[config.mk]
export PLATFORM = sky130hd
export DESIGN_NAME = led_strip_current_limiter
export DESIGN_NICKNAME = d
export VERILOG_FILES = /design/src/rtl/lscl_pkg.sv /design/src/rtl/lscl_pixel_mem.sv /design/src/rtl/lscl_scaler.sv /design/src/rtl/led_strip_current_limiter.sv
export SDC_FILE = /design/constraint.sdc
export NUM_CORES = 2
export LEC_CHECK = 0
export BUFFER_PORTS_ARGS = -buffer_cell sky130_fd_sc_hd__buf_2
export CORE_ASPECT_RATIO = 1.1
export CORE_UTILIZATION = 55
export DETAILED_ROUTE_END_ITERATION = 10
export PLACE_DENSITY = 0.74
export SLEW_MARGIN = 30
export SYNTH_ARGS = -nofsm -noshare
export SYNTH_HDL_FRONTEND = slang
export SYNTH_SLANG_ARGS = --single-unit
[constraint.sdc]
create_clock -name clk -period 4.2 [get_ports clk]
set_input_delay 0.21 -clock clk [delete_from_list [all_inputs] [get_ports clk]]
set_output_delay 0.21 -clock clk [all_outputs]
set_load 0.01 [all_outputs]
[src/rtl/lscl_pkg.sv]
// ----------------------------------------------------------------------------
// lscl_pkg
// Shared constants and types for the led strip current limiter.
// ----------------------------------------------------------------------------
package lscl_pkg;

	localparam int LSCL_MAX_PIXELS = 64;
	localparam int LSCL_CHAN_W     = 8;
	localparam int LSCL_PIX_W      = 4 * LSCL_CHAN_W;
	localparam int LSCL_SUM_W      = 16;
	localparam int LSCL_PROD_W     = LSCL_CHAN_W + LSCL_SUM_W;
	localparam logic [LSCL_SUM_W-1:0] LSCL_LIMIT_RESET = '1;

	// request from the frame sequencer to the serial scaler
	typedef struct packed {
		logic                   start;
		logic [LSCL_CHAN_W-1:0] value;
		logic [LSCL_SUM_W-1:0]  limit;
		logic [LSCL_SUM_W-1:0]  divisor;
	} lscl_scl_req_t;

	typedef enum logic [1:0] {
		SCL_IDLE,
		SCL_MUL,
		SCL_DIV,
		SCL_DONE
	} lscl_scl_state_t;

	typedef enum logic [3:0] {
		ST_COLLECT,
		ST_SC_RD,
		ST_SC_LOAD,
		ST_SC_START,
		ST_SC_RUN,
		ST_SC_WB,
		ST_EMIT_RD,
		ST_EMIT_LOAD,
		ST_EMIT_WAIT
	} lscl_state_t;

endpackage

[src/rtl/lscl_pixel_mem.sv]
// ----------------------------------------------------------------------------
// lscl_pixel_mem
// Frame pixel store: one write port, one read port with registered data.
// ----------------------------------------------------------------------------
module lscl_pixel_mem import lscl_pkg::*; #(
	parameter int DEPTH = LSCL_MAX_PIXELS,
	parameter int AW    = 6
) (
	input  logic                  clk,
	input  logic                  we,
	input  logic [AW-1:0]         waddr,
	input  logic [LSCL_PIX_W-1:0] wdata,
	input  logic [AW-1:0]         raddr,
	output logic [LSCL_PIX_W-1:0] rdata
);

	logic [LSCL_PIX_W-1:0] mem [DEPTH];

	always_ff @(posedge clk) begin
		if (we) begin
			mem[waddr] <= wdata;
		end
	end

	always_ff @(posedge clk) begin
		rdata <= mem[raddr];
	end

endmodule

[src/rtl/lscl_scaler.sv]
// ----------------------------------------------------------------------------
// lscl_scaler
// Bit-serial floor(value * limit / divisor): shift-add multiply, then
// restoring divide, one bit per cycle each. Inputs held during a run.
// ----------------------------------------------------------------------------
module lscl_scaler import lscl_pkg::*; (
	input  logic                   clk,
	input  logic                   arst_n,
	input  lscl_scl_req_t          req,
	output logic                   done,
	output logic [LSCL_CHAN_W-1:0] quotient
);

	localparam int CNT_W = $clog2(LSCL_CHAN_W);

	lscl_scl_state_t state_q, state_d;
	logic [CNT_W-1:0]       cnt_q;
	logic [LSCL_CHAN_W-1:0] mcand_q;
	logic [LSCL_PROD_W-1:0] acc_q;
	logic [LSCL_SUM_W-1:0]  rem_q;
	logic [LSCL_CHAN_W-1:0] lo_q;
	logic [LSCL_CHAN_W-1:0] quo_q;

	logic [LSCL_PROD_W-1:0] acc_next;
	logic [LSCL_SUM_W:0]    trial;
	logic                   fits;
	logic                   last_step;

	assign acc_next  = {acc_q[LSCL_PROD_W-2:0], 1'b0}
		+ (mcand_q[LSCL_CHAN_W-1] ? LSCL_PROD_W'(req.limit) : '0);
	assign trial     = {rem_q, lo_q[LSCL_CHAN_W-1]};
	assign fits      = trial >= {1'b0, req.divisor};
	assign last_step = cnt_q == CNT_W'(LSCL_CHAN_W - 1);

	always_comb begin
		state_d = state_q;
		unique case (state_q)
			SCL_IDLE: if (req.start) state_d = SCL_MUL;
			SCL_MUL:  if (last_step) state_d = SCL_DIV;
			SCL_DIV:  if (last_step) state_d = SCL_DONE;
			SCL_DONE: state_d = SCL_IDLE;
			default:  state_d = SCL_IDLE;
		endcase
	end

	always_comb begin
		done     = state_q == SCL_DONE;
		quotient = quo_q;
	end

	always_ff @(posedge clk or negedge arst_n) begin
		if (!arst_n) begin
			state_q <= SCL_IDLE;
			cnt_q   <= '0;
		end else begin
			state_q <= state_d;
			if (state_q == SCL_MUL || state_q == SCL_DIV) begin
				cnt_q <= cnt_q + 1'b1;
			end else begin
				cnt_q <= '0;
			end
		end
	end

	always_ff @(posedge clk) begin
		unique case (state_q)
			SCL_IDLE: begin
				mcand_q <= req.value;
				acc_q   <= '0;
			end
			SCL_MUL: begin
				acc_q   <= acc_next;
				mcand_q <= {mcand_q[LSCL_CHAN_W-2:0], 1'b0};
				// quotient fits in 8 bits, so the high part starts below the divisor
				rem_q   <= acc_next[LSCL_PROD_W-1:LSCL_CHAN_W];
				lo_q    <= acc_next[LSCL_CHAN_W-1:0];
			end
			SCL_DIV: begin
				rem_q <= fits ? LSCL_SUM_W'(trial - {1'b0, req.divisor})
					: trial[LSCL_SUM_W-1:0];
				lo_q  <= {lo_q[LSCL_CHAN_W-2:0], 1'b0};
				quo_q <= {quo_q[LSCL_CHAN_W-2:0], fits};
			end
			SCL_DONE: begin
			end
			default: begin
			end
		endcase
	end

endmodule

[src/rtl/led_strip_current_limiter.sv]
// ----------------------------------------------------------------------------
// led_strip_current_limiter
// Frame store with channel-sum current estimate and proportional limiting.
// ----------------------------------------------------------------------------
// Pixels are taken one per cycle and stored until the frame ends (tlast or a
// full store). If the channel sum exceeds current_limit, every channel is
// rescaled to floor(v * limit / sum) by a bit-serial multiply/divide unit,
// one channel at a time, before output starts; an unlimited frame goes to
// output directly. Each output pixel is read from the store, loaded into a
// register and held until the downstream side accepts it. Input is not taken
// while a frame is being scaled or emitted. Each output carries the frame
// sum after limiting and a flag telling whether the frame was scaled.
module led_strip_current_limiter import lscl_pkg::*; #(
	parameter int MAX_PIXELS = LSCL_MAX_PIXELS
) (
	input  logic                  clk,
	input  logic                  arst_n,
	input  logic                  cfg_we,
	input  logic [LSCL_SUM_W-1:0] cfg_wdata,
	input  logic                  s_tvalid,
	output logic                  s_tready,
	input  logic [31:0]           s_tdata,   // white_in, red_in, green_in, blue_in
	input  logic                  s_tlast,   // frame_end
	output logic                  m_tvalid,
	input  logic                  m_tready,
	output logic [47:0]           m_tdata,   // white_out, red_out, green_out,
	                                         // blue_out, frame_current
	output logic                  m_tuser,   // was_limited
	output logic                  m_tlast    // frame_last
);

	localparam int AW = (MAX_PIXELS > 1) ? $clog2(MAX_PIXELS) : 1;
	localparam int CW = $clog2(MAX_PIXELS + 1);

	lscl_state_t state_q, state_d;

	logic [LSCL_SUM_W-1:0]  limit_q;
	logic [CW-1:0]          count_q;
	logic [LSCL_SUM_W-1:0]  sum_q;
	logic [LSCL_SUM_W-1:0]  div_q;
	logic [LSCL_SUM_W-1:0]  newsum_q;
	logic [LSCL_SUM_W-1:0]  frame_sum_q;
	logic                   limited_q;
	logic [AW-1:0]          idx_q;
	logic [AW-1:0]          last_idx_q;
	logic [1:0]             ch_q;
	logic [LSCL_PIX_W-1:0]  pixel_q;
	logic [LSCL_PIX_W-1:0]  out_pix_q;
	logic                   out_last_q;

	logic                   in_xfer;
	logic                   out_xfer;
	logic                   frame_done;
	logic [9:0]             pix_total;
	logic [LSCL_SUM_W-1:0]  sum_new;
	logic                   over;

	logic                   mem_we;
	logic [AW-1:0]          mem_waddr;
	logic [LSCL_PIX_W-1:0]  mem_wdata;
	logic [LSCL_PIX_W-1:0]  mem_rdata;

	lscl_scl_req_t          scl_req;
	logic                   scl_done;
	logic [LSCL_CHAN_W-1:0] scl_q;

	assign in_xfer    = s_tvalid && s_tready;
	assign out_xfer   = m_tvalid && m_tready;
	assign frame_done = s_tlast || count_q == CW'(MAX_PIXELS - 1);
	assign pix_total  = 10'(s_tdata[7:0]) + 10'(s_tdata[15:8])
		+ 10'(s_tdata[23:16]) + 10'(s_tdata[31:24]);
	assign sum_new    = sum_q + LSCL_SUM_W'(pix_total);
	assign over       = sum_new > limit_q;

	lscl_pixel_mem #(
		.DEPTH (MAX_PIXELS),
		.AW    (AW)
	) u_mem (
		.clk   (clk),
		.we    (mem_we),
		.waddr (mem_waddr),
		.wdata (mem_wdata),
		.raddr (idx_q),
		.rdata (mem_rdata)
	);

	lscl_scaler u_scaler (
		.clk      (clk),
		.arst_n   (arst_n),
		.req      (scl_req),
		.done     (scl_done),
		.quotient (scl_q)
	);

	always_comb begin
		state_d = state_q;
		unique case (state_q)
			ST_COLLECT: begin
				if (in_xfer && frame_done) begin
					state_d = over ? ST_SC_RD : ST_EMIT_RD;
				end
			end
			ST_SC_RD:    state_d = ST_SC_LOAD;
			ST_SC_LOAD:  state_d = ST_SC_START;
			ST_SC_START: state_d = ST_SC_RUN;
			ST_SC_RUN: begin
				if (scl_done) begin
					state_d = (ch_q == 2'd3) ? ST_SC_WB : ST_SC_START;
				end
			end
			ST_SC_WB:     state_d = (idx_q == last_idx_q) ? ST_EMIT_RD : ST_SC_RD;
			ST_EMIT_RD:   state_d = ST_EMIT_LOAD;
			ST_EMIT_LOAD: state_d = ST_EMIT_WAIT;
			ST_EMIT_WAIT: begin
				if (out_xfer) begin
					state_d = out_last_q ? ST_COLLECT : ST_EMIT_RD;
				end
			end
			default: state_d = ST_COLLECT;
		endcase
	end

	always_comb begin
		s_tready        = state_q == ST_COLLECT;
		m_tvalid        = state_q == ST_EMIT_WAIT;
		m_tdata         = {frame_sum_q, out_pix_q};
		m_tuser         = limited_q;
		m_tlast         = out_last_q;
		mem_we          = in_xfer || state_q == ST_SC_WB;
		mem_waddr       = (state_q == ST_COLLECT) ? count_q[AW-1:0] : idx_q;
		mem_wdata       = (state_q == ST_COLLECT) ? s_tdata : pixel_q;
		scl_req.start   = state_q == ST_SC_START;
		scl_req.value   = pixel_q[LSCL_PIX_W-1 -: LSCL_CHAN_W];
		scl_req.limit   = limit_q;
		scl_req.divisor = div_q;
	end

	always_ff @(posedge clk or negedge arst_n) begin
		if (!arst_n) begin
			state_q     <= ST_COLLECT;
			limit_q     <= LSCL_LIMIT_RESET;
			count_q     <= '0;
			sum_q       <= '0;
			limited_q   <= 1'b0;
			idx_q       <= '0;
			ch_q        <= '0;
			out_last_q  <= 1'b0;
		end else begin
			state_q <= state_d;
			if (cfg_we) begin
				limit_q <= cfg_wdata;
			end
			unique case (state_q)
				ST_COLLECT: begin
					if (in_xfer) begin
						if (frame_done) begin
							count_q   <= '0;
							sum_q     <= '0;
							limited_q <= over;
							idx_q     <= '0;
						end else begin
							count_q <= count_q + 1'b1;
							sum_q   <= sum_new;
						end
					end
				end
				ST_SC_LOAD: ch_q <= '0;
				ST_SC_RUN: begin
					if (scl_done) begin
						ch_q <= ch_q + 1'b1;
					end
				end
				ST_SC_WB: begin
					idx_q <= (idx_q == last_idx_q) ? '0 : idx_q + 1'b1;
				end
				ST_EMIT_LOAD: out_last_q <= idx_q == last_idx_q;
				ST_EMIT_WAIT: begin
					if (out_xfer && !out_last_q) begin
						idx_q <= idx_q + 1'b1;
					end
				end
				default: begin
				end
			endcase
		end
	end

	// payload registers
	always_ff @(posedge clk) begin
		unique case (state_q)
			ST_COLLECT: begin
				if (in_xfer && frame_done) begin
					last_idx_q  <= count_q[AW-1:0];
					div_q       <= sum_new;
					frame_sum_q <= sum_new;
					newsum_q    <= '0;
				end
			end
			ST_SC_LOAD: pixel_q <= mem_rdata;
			ST_SC_RUN: begin
				if (scl_done) begin
					// rotate the scaled channel in, next channel comes to the top
					pixel_q  <= {pixel_q[LSCL_PIX_W-LSCL_CHAN_W-1:0], scl_q};
					newsum_q <= newsum_q + LSCL_SUM_W'(scl_q);
				end
			end
			ST_SC_WB: begin
				if (idx_q == last_idx_q) begin
					frame_sum_q <= newsum_q;
				end
			end
			ST_EMIT_LOAD: out_pix_q <= mem_rdata;
			default: begin
			end
		endcase
	end

	a_no_overlap: assert property (@(posedge clk) disable iff (!arst_n)
		!(s_tready && m_tvalid))
		else $error("input and output open at once");

	a_count_range: assert property (@(posedge clk) disable iff (!arst_n)
		count_q < CW'(MAX_PIXELS))
		else $error("pixel count beyond store depth");

	a_scale_down: assert property (@(posedge clk) disable iff (!arst_n)
		scl_done |-> scl_q <= pixel_q[LSCL_PIX_W-1 -: LSCL_CHAN_W])
		else $error("scaled channel above its input");

endmodule

After elaboration in Yosys (flattened, before gate mapping)
Memories as Yosys holds them, arrays and structs flattened. A register that Yosys moved wholly into a read port is not among the register bits.
Cells that the tools add are included.
- RAM bits: 2048
- memories: 1
- logic and storage cells: 125
- output and inout port bits: 52
- input bits: 54
- flip-flop bits (word level): 239
- memory list (memory ; depth ; width ; read ports ; clocked after memory_dff ; write ports ; line ; RTL):
    u_mem.mem ; 64 ; 32 ; 1 ; 1 ; 1 ; lscl_pixel_mem.sv:17 ; logic [LSCL_PIX_W-1:0] mem [DEPTH];
- eq/ne operators: 25
- reductions and logical operators: 25
- add/subtract/negate cells: 11
- order comparisons: 2
- mux-type cells: 40
- operators by type and width (operator ; number):
    $mux W16 ; 7
    $pmux W16 S2 ; 3
    $mux W32 ; 2
    $pmux W32 S2 ; 1
    $pmux W23 S2 ; 1
    $pmux W4 S9 ; 1
    $pmux W8 S2 ; 2
    $mux W6 ; 5
    $add A24 B16 Y24 ; 1
    $pmux W6 S3 ; 1
    $ge A17 B16 Y1 ; 1
    $add A16 B10 Y16 ; 1
    $add A16 B8 Y16 ; 1
    $eq A4 B3 Y1 const B ; 4
    $gt A16 B16 Y1 ; 1
    $sub A16 B16 Y16 ; 1
    $mux W3 ; 5
    $reduce_and A3 Y1 ; 5
    $ne A2 B1 Y1 const B ; 7
    $mux W4 ; 3
    $add A10 B8 Y10 ; 1
    $add A9 B8 Y10 ; 1
    $reduce_bool A2 Y1 ; 5
    $add A8 B8 Y9 ; 1
    other kinds (26) ; 42

Logic depth before layout (Yosys ltp)
- depth in word-level cells: 8
- depth in mapped cells: 24

Cells and area by module
Synthesis repeated with hierarchy kept, for this count alone.
- cell total of the unflattened synthesis: 4635
- area total of the unflattened synthesis: 92421.1 um2
- modules (own cells, without submodules) (module ; cells an instance ; sequential area each (um2) ; instances ; area each (um2)):
    lscl_pixel_mem ; 3324 ; 62139.6 ; 1 ; 78515.3
    led_strip_current_limiter ; 843 ; 4889.7 ; 1 ; 9177.6
    lscl_scaler ; 468 ; 2016.9 ; 1 ; 4728.3

Least setup slack after synthesis
No wires, ideal clock.
- path type: input-to-reg
- start point: in s_tdata[1]
- end point: reg state_q[0]
- setup time: 0.126 ns
- arrival: 5.016 ns
- setup slack: -0.942 ns
- cell stages on the path: 22
- path buffers: 0
- path through: inv_1 -> fa_1 -> fa_1 -> fa_1 -> inv_1 -> ha_1 -> inv_1 -> fa_1 -> nor2b_1 -> o21ai_0 -> a21boi_0 -> o21ai_0 -> a21oi_1 -> xor2_1 -> ha_1 -> a21o_1 -> a21o_1 -> a211oi_1 -> o32ai_1 -> or4_1 -> and2_1 -> o311a_1
- longest elaborated chain between the ends: 8
- ends and longest elaborated chain (element ; line ; RTL):
    start: declaration ; led_strip_current_limiter.sv:22 ; input logic [31:0] s_tdata,
    $add A8 B8 Y9 ; led_strip_current_limiter.sv:70 ; assign pix_total = 10'(s_tdata[7:0]) + 10'(s_tdata[15:8])
    $add A9 B8 Y10 ; led_strip_current_limiter.sv:71 ; + 10'(s_tdata[23:16]) + 10'(s_tdata[31:24]);
    $add A10 B8 Y10 ; led_strip_current_limiter.sv:71 ;
    $add A16 B10 Y16 ; led_strip_current_limiter.sv:72 ; assign sum_new = sum_q + LSCL_SUM_W'(pix_total);
    named net sum_new[9] ; led_strip_current_limiter.sv:55 ; logic [LSCL_SUM_W-1:0] sum_new;
    $gt A16 B16 Y1 ; led_strip_current_limiter.sv:73 ; assign over = sum_new > limit_q;
    $mux W3 ; led_strip_current_limiter.sv:100 ; state_d = over ? ST_SC_RD : ST_EMIT_RD;
    $mux W4 ; led_strip_current_limiter.sv:99 ; if (in_xfer && frame_done) begin
    $pmux W4 S9 ; led_strip_current_limiter.sv:97 ; unique case (state_q)
    end signal: assignment ; led_strip_current_limiter.sv:149 ; state_q <= state_d;
    end: declaration ; led_strip_current_limiter.sv:35 ; lscl_state_t state_q, state_d;
The timed path passes the listed nets, and every way through them passes these cells. The select of a mux whose other input is x is not followed.
A chain may end at the register's enable or synchronous reset.

Final worst setup path
- start point: in s_tdata[9]
- end point: reg state_q[0]
Same word-level chain as after synthesis.

==> summary.log <==
INFO  placed_design  gpl.final_weighted_congestion=0.8641
INFO  clock_network  cts.path.max_buffers=3
INFO  sta            hold_viol=0
INFO  setup_path     timing.critical_path.slowest_stage_cell=sky130_fd_sc_hd__fa_2
INFO  setup_path     reg2reg_slack=-100ps
INFO  worst_hold_path hold-path-endpoint=u_mem.mem[0][11]
INFO  synthesis      post_synth_xor_area_fraction=0.006185
INFO  global_routing grt_pass1_vias=47654
INFO  clock_network  clock_sinks=2319
INFO  synthesis      synth.ff_latch_count=2319
INFO  detailed_routing drt_iter0_drc=5910
INFO  synthesis      avgSynthCellArea=21.16um^2
INFO  floorplan      start_util=0.5532
INFO  placed_design  detailedPlace.worstSlack=-1428ps
INFO  clock_network  clock_latency=880ps
INFO  sta            relSlewSlack=0.3058
INFO  synthesis      synth_flop_cell=sky130_fd_sc_hd__edfxtp_1
INFO  detailed_routing route.detailed.drc=0
INFO  sta            setup_skew=36.26ps
INFO  worst_hold_path holdCritPathClass=input pin to flip-flop
INFO  clock_network  cts.reportedPaths.clkPinSlew=60ps
INFO  sta            setup_viol=4
INFO  power          power.density_cell_area=680.9mW/mm^2
INFO  power          leakagePower=34.12nW
INFO  sta            max_slew.worst_pin.slew=1039ps
INFO  final_layout   layout.core_utilization=0.6388
INFO  final_layout   num-nets-final=4997
INFO  synthesis      main_combinational_cell_family_by_area_after_synthesis=multiplexers
INFO  sta            report.final.slew_viol_count=0
INFO  sta            rsz0062_at_grt=true
INFO  synthesis      post_synth_inst_count=4350
INFO  floorplan      dieWidth=392.0um
INFO  setup_path     regToRegStartpoint=sum_q[1]
INFO  final_layout   syn2layout_area_growth=15.48%
INFO  power          p_seq_frac=0.450
INFO  synthesis      portion_of_netlist_area_occupied_by_mux_cells=0.1688
INFO  floorplan      core_region_area=0.1664mm^2
INFO  synthesis      post_synth_edffs=2229
INFO  synthesis      yosysWarningCount=0
INFO  sta            post-route-period-util=1.054
INFO  setup_path     critPathMaxStageDelay=630ps
INFO  floorplan      rows=157
INFO  status         violations=negative setup slack
INFO  job            maxCapViolations=0
INFO  setup_path     worst_ep_arrival_time=5180ps
INFO  worst_hold_path hp-start=s_tdata[11]
INFO  power          cell_internal_power_dissipation=50.52mW
INFO  global_routing globalRoute.totalOverflow=0
INFO  clock_network  cts.htree.levels=4
INFO  detailed_routing vias=46578
INFO  synthesis      yosys.area.top_type=sky130_fd_sc_hd__edfxtp_1
INFO  floorplan      design.portCount=106
INFO  setup_path     worst_setup_path_type=input pin to flip-flop
INFO  setup_path     r2r.worst_path.cells=20
INFO  clock_network  clk_root_buffer_cell=sky130_fd_sc_hd__clkbuf_16
INFO  floorplan      fp.dieArea=0.1690mm^2
INFO  synthesis      portion_of_synthesized_cell_area_occupied_by_the_leading_cell_type=0.7272
INFO  sta            fin_ws=-225.3ps
INFO  setup_path     crit_chain=buf_6 > inv_4 > fa_2 > fa_1 > fa_1 > inv_2 > ha_4 > inv_2 > fa_2 > nor2b_2 > o21ai_2 > a21boi_2 > o21ai_2 > a21oi_2 > xor2_2 > ha_1 > a21o_1 > a21o_1 > a211oi_2 > o32ai_2 > or4_4 > and2_4 > o311a_1
INFO  power          power_switching_share=0.3018
INFO  sta            period_minus_slack=4425ps
INFO  clock_network  cts_tree=yes
INFO  placed_design  dpl.cell_count=6785
INFO  global_routing initial_antenna_violation_count=20
INFO  synthesis      synth_fa_ha_area_frac=0.01639
INFO  placed_design  place.port_buffers=105
INFO  setup_path     cp_data_required_time=4960ps
INFO  clock_network  cts-buffers-inserted=211
INFO  global_routing grt_pass1_wl=332200um
INFO  detailed_routing post_drt_via_cell_ratio=6.421
INFO  final_layout   post_route_cells_drive_above_1_share=0.3158
INFO  final_layout   fill_cells=10587
INFO  status         status=finished with violations
INFO  synthesis      simple_gate_share_of_the_synthesized_area=0.02697
INFO  global_routing grt_use_total=0.2792
INFO  synthesis      netlist_top_cells_area=sky130_fd_sc_hd__edfxtp_1 (73%), sky130_fd_sc_hd__mux4_2 (16%), sky130_fd_sc_hd__dfrtp_1 (1.1%)
INFO  floorplan      chipHeight=431.0um
INFO  power          p_clk_frac=0.275
INFO  global_routing grt_max_degree=77
INFO  sta            hold-worst-slack=57.52ps
INFO  detailed_routing avgRoutedWirePerCell=32.14um
INFO  setup_path     crit-reg2reg-capture=state_q[0]
INFO  detailed_routing postRouteWirelength=233100um
INFO  final_layout   final_cell_count_no_fill=7254
INFO  detailed_routing postRouteAntennaNets=0
INFO  setup_path     worstPathMaxFanout=2
INFO  setup_path     cp-end-kind=flip-flop
INFO  synthesis      seq_area_frac_synth=0.7502
INFO  synthesis      synthArstFlopShare=0.02501
INFO  synthesis      postSynthNetCount=4509
INFO  power          vdd_ir_drop_max=548.4uV
INFO  power          share_of_power_burned_in_combinational_logic=0.276
INFO  detailed_routing drt_pass1_iterations=7
INFO  placed_design  dp_hpwl=135400um
INFO  power          p_switching=21.84mW
INFO  synthesis      post_synthesis_cell_area=0.09204mm^2
INFO  setup_path     setup.worst_path.start_class=input pin
INFO  synthesis      synth_compound_area_frac=0.01630
INFO  synthesis      post_synth_num_cell_types=63
INFO  worst_hold_path min_path_cells=4
INFO  sta            max_freq=0.2260GHz
==> synthesized netlist by cell type (32+ instances only) <==
cell and instances:
sky130_fd_sc_hd__dfxtp_1 32, sky130_fd_sc_hd__dfrtp_1 42, sky130_fd_sc_hd__mux4_2 672, sky130_fd_sc_hd__edfxtp_1 2229
sky130_fd_sc_hd__xor2_1 35, sky130_fd_sc_hd__nand2_1 270, sky130_fd_sc_hd__clkbuf_1 105, sky130_fd_sc_hd__inv_1 133
sky130_fd_sc_hd__o21ai_0 97, sky130_fd_sc_hd__a21oi_1 49, sky130_fd_sc_hd__buf_2 38, sky130_fd_sc_hd__nor2_1 160
sky130_fd_sc_hd__ha_1 79, sky130_fd_sc_hd__buf_1 33
==> final cells by class <==
| cell class | instances | area [um^2] | area share |
|---|---|---|---|
| flip-flops and latches | 2319 | 69070 | 0.6498 |
| clock inverters | 147 | 1645 | 0.01548 |
| repair buffers | 473 | 4227 | 0.03977 |
| inverters | 133 | 509.2 | 0.004791 |
| diodes | 2 | 5.005 | 0.00004709 |
| clock buffers | 254 | 5524 | 0.05197 |
| multi-input cells | 1700 | 22530 | 0.2119 |
| well taps | 2226 | 2785 | 0.02620 |
==> placed cells by master (no fill, tap or decap), types with 8 or more instances in the layout <==
cell type,instances
sky130_fd_sc_hd__fa_1,22
sky130_fd_sc_hd__clkinv_1,49
sky130_fd_sc_hd__dfxtp_1,32
sky130_fd_sc_hd__bufinv_16,31
sky130_fd_sc_hd__clkinv_2,45
sky130_fd_sc_hd__nand2_2,10
sky130_fd_sc_hd__xor2_1,33
sky130_fd_sc_hd__a21o_1,15
sky130_fd_sc_hd__nor2b_1,15
sky130_fd_sc_hd__nand2_1,258
sky130_fd_sc_hd__o21ai_0,71
sky130_fd_sc_hd__mux2i_1,19
sky130_fd_sc_hd__dfstp_2,16
sky130_fd_sc_hd__nor2_1,95
sky130_fd_sc_hd__clkinvlp_4,8
sky130_fd_sc_hd__o21a_1,15
sky130_fd_sc_hd__clkbuf_16,213
sky130_fd_sc_hd__o21ai_4,23
sky130_fd_sc_hd__a21oi_1,46
sky130_fd_sc_hd__nor3_1,13
sky130_fd_sc_hd__o31ai_1,10
sky130_fd_sc_hd__and2_1,29
sky130_fd_sc_hd__dfrtp_1,36
sky130_fd_sc_hd__dlygate4sd3_1,56
sky130_fd_sc_hd__buf_4,250
sky130_fd_sc_hd__nand2b_1,10
sky130_fd_sc_hd__or3_1,9
sky130_fd_sc_hd__edfxtp_1,2229
sky130_fd_sc_hd__o31a_1,8
sky130_fd_sc_hd__clkbuf_1,37
sky130_fd_sc_hd__nor2_4,64
sky130_fd_sc_hd__mux4_2,672
sky130_fd_sc_hd__nand3_1,30
sky130_fd_sc_hd__mux2_2,17
sky130_fd_sc_hd__buf_12,59
sky130_fd_sc_hd__inv_1,126
sky130_fd_sc_hd__xnor2_1,27
sky130_fd_sc_hd__ha_1,76
sky130_fd_sc_hd__buf_2,103
==> what timing repair did <==
item / in CTS / in global routing
setup endpoints to repair: 4 / 4
resized for setup: 13 / 23
pin swaps: 7 / 10
buffers inserted: 4 / 4
hold endpoints to repair: 94 / 0
hold buffers: 57 / 0
==> metrics by stage <==
stage                     cell area, um^2  power, mW  TNS, ps
after CTS                          106100      72.23   -968.6
after global placement              98250      51.56    -5384
after detailed placement            98320      52.29    -5790
after floorplan                     92060      44.87   -31040
after global routing               106300      74.69    -1386
final                              106300      72.37   -607.2
==> how the worst max path moves through the flow <==
stage	start	end	slack, ps	cells past startpoint
6_report	s_tdata[9]	state_q[0]	-230	23
5_1_grt	s_tdata[9]	state_q[0]	-410	23
3_3_place_gp	s_tdata[17]	state_q[0]	-1370	23
3_5_place_dp	s_tdata[17]	state_q[0]	-1430	24
4_1_cts	s_tdata[17]	state_q[0]	-320	23
2_1_floorplan	s_tdata[17]	state_q[0]	-770	22
==> cells by family (layout without fill, tap and decap cells) <==
logic type,after synthesis,after routing
other cells,0,2
mux,710,710
flops,2319,2319
fa+ha+maj,105,105
xor+xnor,65,65
compound gates,246,246
buf+inv,331,1007
simple gates,574,574
==> critical path, delay by kind of cell <==
kind                       cells  cell delay (ps)
xor gates and xnor gates       1              200
buffers and inverters          4              230
and+or+nand+nor                3              760
adders and majority gates      6             2280
AOI/OAI and AO/OA              9             1500
==> flip-flops by register name, indices dropped and copies added, names as in the netlist, 7 cells and up <==
name,cells
newsum_q,16
pixel_q,32
frame_sum_q,16
u_scaler.acc_q,23
limit_q,16
sum_q,16
u_scaler.lo_q,8
div_q,16
u_scaler.quotient,8
u_scaler.mcand_q,8
u_mem.mem,2048
count_q,7
u_scaler.rem_q,16
out_pix_q,32
u_mem.rdata,32
==> routing by layer <==
| layer | up-vias | share of wire | GRT usage |
|---|---|---|---|
| li1 | 18806 | - | - |
| met1 | 24590 | 0.35 | 0.3532 |
| met2 | 2622 | 0.51 | 0.4683 |
| met3 | 544 | 0.086 | 0.05106 |
| met4 | 16 | 0.050 | 0.1351 |
| met5 | - | 0.00043 | 0 |
==> power by group through the flow <==
stage	Clock, mW	Combinational, mW	Sequential, mW
after detailed placement	0	19.3	33.0
after global routing	20.9	21.2	32.6
after global placement	0	18.5	33.0
after floorplan	0	12.1	32.8
after CTS	20.1	19.7	32.5
final	19.9	20.0	32.5
Note: power is estimated with default switching activity, not from simulation.
